**src/stree_pkg.sv**
```systemverilog
// shared types and constants for the segment tree range sum block
package stree_pkg;

  // fixed field widths
  localparam int FIELD_W = 11;
  localparam int DATA_W  = 32;

  // request opcodes
  typedef enum logic [1:0] {
    OP_SET   = 2'd0,
    OP_QUERY = 2'd1,
    OP_CLEAR = 2'd2,
    OP_RSVD  = 2'd3
  } op_e;

  // controller states
  typedef enum logic [2:0] {
    ST_CLEAR,
    ST_IDLE,
    ST_LEAF,
    ST_SRD,
    ST_SWR,
    ST_QLEFT,
    ST_QRIGHT,
    ST_QDONE
  } state_e;

  // commands from controller to datapath
  typedef struct packed {
    logic load;
    logic leaf_wr;
    logic sib_rd;
    logic par_wr;
    logic ql_step;
    logic qr_step;
    logic clr_step;
    logic out_load;
  } cmd_t;

  // status from datapath to controller
  typedef struct packed {
    op_e  op;
    logic pos_ok;
    logic q_empty;
    logic i_gt1;
    logic l_lt_r;
    logic clr_last;
  } status_t;

endpackage

```
**src/stree_ctrl.sv**
```systemverilog
// controller state machine sequencing set, query and clear requests
module stree_ctrl (
  input  logic               clk_i,
  input  logic               rst_ni,
  input  logic               in_valid_i,
  input  logic               out_stall_i,
  input  stree_pkg::status_t status_i,
  output stree_pkg::cmd_t    cmd_o,
  output logic               in_stall_o,
  output logic               out_valid_o
);
  import stree_pkg::*;

  state_e state_q, state_d;
  logic   out_valid_q, out_valid_d;
  logic   out_free;

  // result register can take a new value
  assign out_free = !out_valid_q || !out_stall_i;

  // next state
  always_comb begin
    state_d = state_q;
    unique case (state_q)
      ST_CLEAR: begin
        if (status_i.clr_last) begin
          state_d = ST_IDLE;
        end
      end
      ST_IDLE: begin
        if (in_valid_i) begin
          unique case (status_i.op)
            OP_SET:   state_d = status_i.pos_ok ? ST_LEAF : ST_IDLE;
            OP_QUERY: state_d = status_i.q_empty ? ST_QDONE : ST_QLEFT;
            OP_CLEAR: state_d = ST_CLEAR;
            default:  state_d = ST_IDLE;
          endcase
        end
      end
      ST_LEAF:   state_d = ST_SRD;
      ST_SRD:    state_d = status_i.i_gt1 ? ST_SWR : ST_IDLE;
      ST_SWR:    state_d = ST_SRD;
      ST_QLEFT:  state_d = status_i.l_lt_r ? ST_QRIGHT : ST_QDONE;
      ST_QRIGHT: state_d = ST_QLEFT;
      ST_QDONE: begin
        if (out_free) begin
          state_d = ST_IDLE;
        end
      end
      default:   state_d = ST_IDLE;
    endcase
  end

  // commands and handshake outputs
  always_comb begin
    cmd_o          = '0;
    cmd_o.load     = (state_q == ST_IDLE) && in_valid_i;
    cmd_o.leaf_wr  = state_q == ST_LEAF;
    cmd_o.sib_rd   = (state_q == ST_SRD) && status_i.i_gt1;
    cmd_o.par_wr   = state_q == ST_SWR;
    cmd_o.ql_step  = (state_q == ST_QLEFT) && status_i.l_lt_r;
    cmd_o.qr_step  = state_q == ST_QRIGHT;
    cmd_o.clr_step = state_q == ST_CLEAR;
    cmd_o.out_load = (state_q == ST_QDONE) && out_free;
    out_valid_d    = cmd_o.out_load || (out_valid_q && out_stall_i);
    in_stall_o     = state_q != ST_IDLE;
  end

  // state registers, sweep of the store after reset
  always_ff @(posedge clk_i or negedge rst_ni) begin
    if (!rst_ni) begin
      state_q     <= ST_CLEAR;
      out_valid_q <= 1'b0;
    end else begin
      state_q     <= state_d;
      out_valid_q <= out_valid_d;
    end
  end

  assign out_valid_o = out_valid_q;

endmodule

```
**config.mk**
```make
export PLATFORM = sky130hd
export DESIGN_NAME = stree_ctrl
export DESIGN_NICKNAME = d
export VERILOG_FILES = /design/src/stree_pkg.sv /design/src/stree_ctrl.sv
export SDC_FILE = /design/constraint.sdc
export NUM_CORES = 1
export LEC_CHECK = 0
export BUFFER_PORTS_ARGS = -buffer_cell sky130_fd_sc_hd__buf_2
export CAP_MARGIN = 25
export CORE_AREA = 2 2 39 41
export CTS_BUF_LIST = sky130_fd_sc_hd__clkbuf_8 sky130_fd_sc_hd__clkbuf_16
export CTS_CLUSTER_DIAMETER = 80
export DETAILED_ROUTE_END_ITERATION = 12
export DIE_AREA = 0 0 41 43
export PLACE_DENSITY_LB_ADDON = 0.08
export SETUP_SLACK_MARGIN = 0.02
export SLEW_MARGIN = 20
export SYNTH_ARGS = -nofsm -noshare
export SYNTH_HDL_FRONTEND = slang
export SYNTH_SLANG_ARGS = --single-unit
```
**constraint.sdc**
```tcl
create_clock -name clk_i -period 2.6 [get_ports clk_i]
set_clock_uncertainty 0.2 [all_clocks]
set_input_delay 0.52 -clock clk_i [delete_from_list [all_inputs] [get_ports clk_i]]
set_output_delay 0.52 -clock clk_i [all_outputs]
set_load 0.03 [all_outputs]
```
# Word-level counts from Yosys, hierarchy flattened
# Cells that the tools add are included.
# totals
out_inout_bits,10
input_bits,11
register_bits,4
# op_classes
muxes,9
n_reduce_logical,13
eq_ne,13
# ops
op,count
$pmux 3 s7,1
$eq 3x3->1 const B,4
$mux 3,4
$pmux 3 s3,1
$eq 3x2->1 const B,2
$ne 2x2->1 const B,3
$logic_and 1x1->1,5
$mux 2,2
$eq 3x1->1 const B,1
$logic_not 3->1,1
$ne 3x1->1 const B,1
$reduce_and 3->1,1
$eq 2x1->1 const B,1
$eq 2x2->1 const B,1
$logic_not 1->1,2
$logic_not 2->1,1
$logic_or 1x1->1,2
$reduce_or 2->1,1
$mux 1,1

# Logic depth before layout (Yosys ltp)
# Gate-level depths: netlist of the first run.
# logic_depth
word_depth,4
mapped_depth,4

# Worst setup path after synthesis of the first run
# No wires, ideal clock.
# synth_timing
path_type,register -> output
start,register state_q[1]
end,output port cmd_o[7] (netlist name)
n_path_buf,1
path_stages_with_launch,5
slack_ns,0.523
arrival_ns,1.357
path_cell_list,dfrtp_1 buf_4 nor2_2 nand2_1 nor2_1
# synth_lines
item,line_no,rtl
"start, declared",stree_ctrl.sv:14,"state_e state_q, state_d;"
"start signal, assigned",stree_ctrl.sv:75,state_q <= state_d;
"end, declared",stree_ctrl.sv:8,"output stree_pkg::cmd_t cmd_o,"

==> summary.txt, run 1 <==
Run status
  • Status: finished clean

Timing
  • Setup Viol. Count Final: 0
  • Max_slew headroom: 69.3%
  • Slew @ Worst Pin: 0.461 ns
  • Fin crit share: 83.8%
  • Final count of hold timing violations: 0
  • Final TNS setup: 0 ns
  • RSZ-0062 raised after global routing: no
  • Min Tclk post-route: 2.18 ns
  • Final slew viol count: 0
  • Final worst setup slack: 0.422 ns
  • Max Clock Freq: 459 MHz

Worst setup path
  • Worst EP arrival: 1.46 ns
  • Setup crit start kind: flip-flop
  • Setup CP Type: flip-flop to primary output
  • CP Max Fanout: 12
  • Element type at the critical path end: primary output
  • WP data required: 1.88 ns

GRT
  • Vias in the first global route: 338
  • Overall Global Routing Usage: 11.9%
  • Pin count of the biggest net entering global routing: 14
  • Total gr overflow: 0
  • First-pass GRT wire length: 1.40 mm
  • Antenna violations before repair: 0

Logic synthesis
  • Post-synth ARST share: 100%
  • Distinct cell type count after synthesis: 26
  • Mapped Cells: 38
  • Biggest area consumer among synthesized cells: dfrtp_1
  • Yosys top cell area share: 28.9%
  • Area contributors post-synth: dfrtp_1, mux2i_1, nor2b_1, o41ai_2, nor2_1
  • Main flop type after synthesis: dfrtp_1
  • Post-synth design cell area: 347 µm²
  • Synth Register Bits: 4
  • Mean post-synth cell area: 9.12 µm²
  • Syn_nets: 49
  • EDFF count, synth: 0
  • Synth warnings: 0
  • Post-synthesis sequential area ratio: 28.9%

Drt
  • Vias: 358
  • DRT Wirelength: 877 µm
  • DR pass1 iterations: 3
  • DRT iter0 DRCs: 1
  • DRC errors left: 0
  • Wire per inst: 11.7 µm
  • Post-DR vias/cell: 4.77
  • ANT nets after route: 0

Cells and area
  • Most common cell after layout, fill and taps aside: buf_2
  • Ant diodes: 0
  • Area delta synth->final: 42.6%
  • Nets: 72
  • FILL cells: 156
  • Layout cell share with drive strength beyond 1: 45.8%
  • Final Util: 35.7%
  • Most frequent cells in the layout: buf_2, nor2_1, dfrtp_1

Run
  • Max Cap Viol: 0

Floorplanning
  • Initial Util: 25.0%
  • Die area: 1760 µm²
  • # rows: 14
  • Die extent in x: 41 µm
  • Die height: 43 µm
  • # IOs: 21
  • Core area: 1380 µm²

Placement
  • Pre-CTS WS: 0.651 ns
  • Final GP Congestion: 0.704
  • Post-DP HPWL: 641 µm
  • Buffers added on ports: 20

Clock tree
  • Total CTS buffers: 3
  • Clk sink count: 4
  • # Post-CTS Setup Buffers: 0
  • CTS tree: yes
  • CTS resizes: 0
  • Clock root buffer: clkbuf_8
  • H-tree depth: 1
  • CTS Buffer Depth: 2
  • Clock-pin slew on the worst setup and hold paths: 0.03 ns
  • Clk_lat worst skew: 0.21 ns

Power and ir drop
  • Max IR drop VDD: 0.000645 V
  • Power Dens Cells: 1260 nW/µm²
  • Leakage power: 0.266 nW

Min path
  • Worst Hold Class: flip-flop to flip-flop
## cells in the mapped netlist, types with 2 or more instances
library cell,n
nor2_1,4
dfrtp_1,4
nand2_1,2
mux2i_1,3
nor2b_1,3
a21oi_1,2
## path summary, 6_finish.rpt
kind / from / end / slack, ns / depth (start not counted)
max: state_q[1]$_DFFE_PN0P_ / cmd_o[6] / 0.42 / 3
min in group asynchronous: rst_ni / out_valid_o$_DFF_PN0_ / 0.44 / 2
min reg2reg: out_valid_o$_DFF_PN0_ / out_valid_o$_DFF_PN0_ / 0.37 / 1
max in group asynchronous: rst_ni / state_q[1]$_DFFE_PN0P_ / 1.64 / 2
max reg2reg: state_q[2]$_DFFE_PN0P_ / state_q[1]$_DFFE_PN0P_ / 1.11 / 3
min: out_valid_o$_DFF_PN0_ / out_valid_o$_DFF_PN0_ / 0.37 / 1
## critical path, cell delays in order (launching register included)
cell and delay, ns:
dfrtp_1 0.57, nor2b_1 0.28, nor2b_4 0.20, buf_2 0.21
## cells by family after synthesis
| logic type | share of synthesized area [%] |
|---|---|
| and+or+nand+nor | 30.7 |
| buffers and inverters | 7.94 |
| DFF | 28.9 |
| muxes | 8.66 |
| AOI/OAI and AO/OA | 23.8 |
## state kept, by name (all words and copies together), names as in the netlist
name and count:
state_q 3, out_valid_o 1
## per-layer routing
metal | share of wire [%] | wire [µm] | track usage (%) | vias up
met2 | 46 | 400 | 16.9 | 10
met1 | 49 | 431 | 15.0 | 161
met4 | 0 | 0 | 8.00 | 0
li1 | - | - | - | 187
met3 | 5.0 | 44 | 3.14 | 0
met5 | 0 | 0 | 0 | -
## what timing repair did
action,in CTS,in global routing
endpoints found under the hold margin,4,0
setup endpoints to repair,0,0
hold buffers,1,0
## per-stage QoR
step / power [mW] / cell area [µm²] / hold slack, ns / std cells
2_1_floorplan: 0.431 / 347 / 0.0244 / 38
3_3_place_gp: 0.497 / 443 / 0.128 / 71
3_5_place_dp: 0.497 / 443 / 0.127 / 71
4_1_cts: 0.631 / 494 / 0.361 / 75
5_1_grt: 0.673 / 494 / 0.371 / 75
6_report: 0.621 / 494 / 0.367 / 75
## power breakdown
part           total [mW]  leakage, nW  switching [mW]  internal [mW]
registers           0.182       0.0479          0.0904         0.0917
logic               0.312        0.197           0.182          0.130
clock network       0.127       0.0216          0.0288         0.0984
## final cells by class
class	instances	area [µm²]	area share (%)
Inverter	1	3.75	0.759
Multi-Input combinational cell	30	219	44.3
Timing Repair Buffer	21	110	22.3
Clock buffer	3	41.3	8.35
Sequential cell	4	100	20.3
Tap cell	16	20.0	4.05
Power figures use the tool's default switching activity.
==> run 2, diff against run 1 <==
clock period = 1.8 ns   (was 2.6 ns; I/O delays follow)
==> run 2 against run 1 <==
Total power increased by 61%. Routed wire length increased by 2.4%. Highest routed layer is now met4. Largest power group unchanged. Die area unchanged.
==> summary.txt, run 2 (same netlist as run 1, synthesis figures left out) <==
Power and ir drop
  • Power Dens Cells: 1810 nW/µm²
  • Overall power: 0.999 mW
  • Max IR drop VDD: 0.000684 V
  • Leakage power: 0.282 nW

Clock tree
  • Clk sink count: 4
  • H-tree depth: 1
  • Clk_lat worst skew: 0.21 ns
  • Total CTS buffers: 3
  • Clock-pin slew on the worst setup and hold paths: 0.03 ns
  • CTS tree: yes
  • Clock root buffer: clkbuf_8
  • CTS Buffer Depth: 2

Worst setup path
  • Delay-heaviest family, CP: flip-flops
  • Setup crit start kind: flip-flop
  • CP Max Fanout: 7
  • Element type at the critical path end: primary output
  • Setup CP Type: flip-flop to primary output
  • Crit-path max cell delay: 0.45 ns
  • Worst Path Buf+Inv: 1
  • CP cell instances: nor2b_2 > and3_1 > clkbuf_4
  • WP data required: 1.24 ns
  • CP max stage cell: dfrtp_2
  • Worst EP arrival: 1.21 ns

Cells and area
  • Most flops, register: state_q
  • Area delta synth->final: 58.8%
  • Most common cell after layout, fill and taps aside: buf_2
  • Most frequent cells in the layout: buf_2, buf_4, clkbuf_4
  • Layout cell share with drive strength beyond 1: 58.7%
  • Ant diodes: 0
  • FILL cells: 166
  • Nets: 76
  • Max FFs per register: 3

Placement
  • Final GP Congestion: 0.677
  • Buffers added on ports: 20
  • Post-DP HPWL: 730 µm

Floorplanning
  • Initial Util: 25.0%
  • # IOs: 21
  • # rows: 14
  • Die height: 43 µm
  • Core area: 1380 µm²
  • Die area: 1760 µm²
  • Die extent in x: 41 µm

Drt
  • DRC errors left: 0
  • Vias: 387
  • Wire per inst: 11.4 µm
  • ANT nets after route: 0
  • DR pass1 iterations: 3
  • DRT iter0 DRCs: 5
  • DRT Wirelength: 898 µm
  • Post-DR vias/cell: 4.90

Timing
  • Setup Viol. Count Final: 0
  • Max Clock Freq: 566 MHz
  • Final count of hold timing violations: 0
  • Slew @ Worst Pin: 0.265 ns
  • Min Tclk post-route: 1.77 ns
  • Final slew viol count: 0
  • Final TNS setup: 0 ns
  • Max_slew headroom: 82.1%
  • RSZ-0062 raised after global routing: yes
  • Fin crit share: 98.1%

Min path
  • Worst Hold Class: primary input to flip-flop

GRT
  • First-pass GRT wire length: 1.37 mm
  • Pin count of the biggest net entering global routing: 8
  • Antenna violations before repair: 0
  • Total gr overflow: 0
  • Overall Global Routing Usage: 11.7%
  • Vias in the first global route: 320

Run
  • Max Cap Viol: 0

Run status
  • Status: finished clean
## run 2: where the power goes
part	internal, mW	switching (mW)
Sequential	0.140	0.0714
Combinational	0.260	0.342
Clock	0.142	0.0425
Total	0.542	0.456
## run 2: worst paths after layout
path	startpoint	endpoint	slack (ns)	depth (start not counted)
hold / removal	out_stall_i	out_valid_o$_DFF_PN0_	0.21	2
setup / recovery	state_q[2]$_DFFE_PN0P_	cmd_o[5]	0.03	3
min in group asynchronous	rst_ni	state_q[1]$_DFFE_PN0P_	0.28	2
setup reg to reg	state_q[1]$_DFFE_PN0P_	state_q[1]$_DFFE_PN0P_	0.42	3
max in group asynchronous	rst_ni	state_q[0]$_DFFE_PN0P_	0.99	2
hold reg to reg	out_valid_o$_DFF_PN0_	out_valid_o$_DFF_PN0_	0.36	1
## run 2: metrics by stage
stage	cell area (µm²)	util, %	worst slack, ns	cells	hold slack [ns]
6_report	551	39.8	0.0336	79	0.211
5_1_grt	551	39.8	-0.00713	79	0.222
4_1_cts	528	38.2	0.00684	78	0.210
3_5_place_dp	473	34.2	0.179	74	-0.0308
3_3_place_gp	473	34.2	0.209	74	-0.0301
2_1_floorplan	354	-	0.00440	38	-0.136
## run 2: worst reg2reg max path, delay by kind of cell, from the launching register on
family                 cells  cell delay (ns)
AO/OA/AOI/OAI              2             0.51
buffers and inverters      1             0.17
flip-flops                 1             0.42
## run 2: final cells by class
class	count	area [µm²]	area share (%)
Clock buffer	3	41.3	7.50
Multi-Input combinational cell	30	229	41.6
Tap cell	16	20.0	3.64
Inverter	1	3.75	0.682
Timing Repair Buffer	25	153	27.7
Sequential cell	4	104	18.9
## run 2: timing repair
action | in CTS | in global routing
endpoints found under the setup margin | 4 | 7
hold endpoints to repair | 4 | 0
buffers inserted | 0 | 1
resized for setup | 2 | 8
hold buffers | 1 | 0
gates cloned | 0 | 0
## run 2: per-layer routing
metal,share of wire (%),global-route usage [%],up-vias
met5,0,0,-
met4,2.0,8.00,0
met2,48,16.6,12
met3,6.2,1.57,2
li1,-,-,190
met1,44,15.7,183
==> run 3, diff against run 2 <==
ABC_AREA = 1   (was unset)
==> run 3 against run 2 <==
Fmax is 2.2% higher. Via count is 13% higher. Largest cell class unchanged. Highest routed layer is now met3. Count of clock-buffer cells in the layout stayed put.
==> summary.txt, run 3 <==
Worst setup path
  • Reg2reg start: state_q[2]$_DFFE_PN0P_
  • FF-to-FF setup slack: 0.43 ns
  • Element type at the critical path end: primary output
  • WP data required: 1.24 ns
  • CP cell instances: inv_2 > nand3_1 > nor2_1 > clkbuf_4
  • Worst Path Buf+Inv: 2
  • Setup crit start kind: flip-flop
  • Worst r2r path cells: 7
  • Stages on worst setup path: 4
  • CP Max Fanout: 7
  • Delay-heaviest family, CP: flip-flops
  • Crit-path max cell delay: 0.44 ns
  • Worst EP arrival: 1.17 ns
  • Setup CP Type: flip-flop to primary output
  • Reg-to-Reg End: state_q[0]$_DFFE_PN0P_
  • CP max stage cell: dfrtp_2

Placement
  • Post-DP HPWL: 705 µm
  • Buffers added on ports: 20
  • Final GP Congestion: 0.688

Floorplanning
  • Die height: 43 µm
  • Core area: 1380 µm²
  • # rows: 14
  • # IOs: 21
  • Initial Util: 27.3%
  • Die extent in x: 41 µm
  • Die area: 1760 µm²

Timing
  • Max Clock Freq: 578 MHz
  • Fin crit share: 96.1%
  • Max_slew headroom: 86.0%
  • Final slew viol count: 0
  • Min Tclk post-route: 1.73 ns
  • Slew @ Worst Pin: 0.211 ns
  • Final count of hold timing violations: 0
  • RSZ-0062 raised after global routing: yes
  • Hold slack: 0.173 ns
  • Final TNS setup: 0 ns
  • Setup Viol. Count Final: 0

Logic synthesis
  • Biggest area consumer among synthesized cells: dfrtp_1
  • Post-synthesis sequential area ratio: 26.5%
  • Syn_nets: 72
  • Synth Area in XOR/XNOR: 0%
  • Top post-synthesis cells by count: nand2_1, inv_1, nand3_1
  • Simple-Gate Fraction of Synth Area: 47.4%
  • Area contributors post-synth: dfrtp_1, nand2_1, nand3_1, inv_1, nor2_1
  • Main flop type after synthesis: dfrtp_1
  • Largest family of logic cells by synthesized area: simple AND/OR/NAND/NOR gates
  • Mux share of post-synthesis cell area: 0%
  • Mean post-synth cell area: 6.19 µm²
  • Post-synth ARST share: 100%
  • Mapped Cells: 61
  • Most common cell in the netlist: nand2_1
  • Yosys top cell area share: 26.5%
  • EDFF count, synth: 0
  • Synth warnings: 0
  • Synth Register Bits: 4
  • Post-synth design cell area: 378 µm²
  • Compound-Gate Fraction of Synth Area: 8.94%
  • Distinct cell type count after synthesis: 20
  • Post-synthesis adder-cell area fraction: 0%

Clock tree
  • Clk sink count: 4
  • CTS Buffer Depth: 2
  • Clock root buffer: clkbuf_8
  • H-tree depth: 1
  • CTS tree: yes
  • Total CTS buffers: 3
  • Clock-pin slew on the worst setup and hold paths: 0.03 ns
  • Clk_lat worst skew: 0.21 ns

Power and ir drop
  • Power Dens Cells: 1800 nW/µm²
  • Leakage power: 0.353 nW
  • Max IR drop VDD: 0.000641 V

Min path
  • Worst Hold Launch: out_stall_i
  • Hold Crit Depth: 3
  • Worst Hold Class: primary input to flip-flop
  • Hold Path End: out_valid_o$_DFF_PN0_

Drt
  • Wire per inst: 8.48 µm
  • DR pass1 iterations: 2
  • DRC errors left: 0
  • Post-DR vias/cell: 4.27
  • ANT nets after route: 0
  • DRT Wirelength: 865 µm
  • Vias: 436
  • DRT iter0 DRCs: 3

Cells and area
  • Most common cell after layout, fill and taps aside: nand2_1
  • Layout cell share with drive strength beyond 1: 45.3%
  • Nets: 99
  • Area delta synth->final: 50.0%
  • Ant diodes: 0
  • Most frequent cells in the layout: nand2_1, buf_2, inv_1
  • Most flops, register: state_q
  • Max FFs per register: 3

GRT
  • Total gr overflow: 0
  • Overall Global Routing Usage: 11.6%
  • Pin count of the biggest net entering global routing: 10
  • Vias in the first global route: 351
  • Antenna violations before repair: 0
  • First-pass GRT wire length: 1.40 mm

Run status
  • Status: finished clean

Run
  • Max Cap Viol: 0
## run 3: changes by cell type in the layout (fill, tap and decap cells not counted), sizes merged, moves of 2 or more
cell	change
nand2	+18
inv	+9
nand3	+6
nor2b	-4
mux2i	-3
a21oi	+2
nor2	+2
## run 3: area by class of cell
type                       count  area [µm²]
tap                           16        20.0
multi-input combinational     44         215
timing repair buffer          24         140
fill                         160         817
inverter                      11        46.3
clock buffer                   3        41.3
sequential                     4         104
## run 3: per-layer routing
layer	up-vias	part of all wire (%)	track usage, %
met5	-	0	0
met4	0	0	4.00
met3	0	8.6	4.71
met2	17	43	14.7
met1	180	49	17.3
li1	239	-	-
## run 3: what timing repair did
item / 4_1_cts / 5_1_grt
endpoints found under the hold margin: 4 / 0
buffers inserted: 0 / 2
hold buffers: 1 / 0
setup endpoints to repair: 3 / 4
gates resized for setup: 2 / 4
## run 3: how the worst max path moves through the flow
| stage | start | to | slack, ns |
|---|---|---|---|
| finish | state_q[1]$_DFFE_PN0P_ | cmd_o[3] | 0.07 |
| global route | state_q[0]$_DFFE_PN0P_ | cmd_o[5] | 0.01 |
| detailed placement | state_q[2]$_DFFE_PN0P_ | cmd_o[0] | 0.20 |
| floorplan | state_q[1]$_DFFE_PN0P_ | cmd_o[7] | 0.02 |
| global placement | state_q[2]$_DFFE_PN0P_ | cmd_o[0] | 0.20 |
| CTS | state_q[1]$_DFFE_PN0P_ | cmd_o[3] | 0.05 |
## run 3: cells by family after synthesis
group           after synthesis
simple gates                 38
buf+inv                      13
flops                         4
compound gates                6
## run 3: per-stage QoR
stage                     utilization [%]  total power [mW]  cells  setup slack, ns  instance area (µm²)
final                                41.0              1.02    102           0.0711                  567
after global routing                 41.0              1.11    102           0.0101                  567
after CTS                            39.2             0.983    100           0.0453                  543
after detailed placement             35.4             0.788     96            0.204                  489
after global placement               35.4             0.793     96            0.201                  489
after floorplan                         -             0.680     61           0.0214                  380
## run 3: worst min-delay path, cell delays in order
cell	delay [ns]
buf_2	0.08
nand2_1	0.05
nand2_1	0.06
## run 3: power breakdown
| group | internal (mW) | leakage [nW] | total (mW) | switching, mW |
|---|---|---|---|---|
| Clock | 0.142 | 0.0216 | 0.184 | 0.0419 |
| Sequential | 0.133 | 0.0484 | 0.215 | 0.0822 |
| Combinational | 0.217 | 0.283 | 0.619 | 0.402 |
| Total | 0.493 | 0.353 | 1.02 | 0.526 |
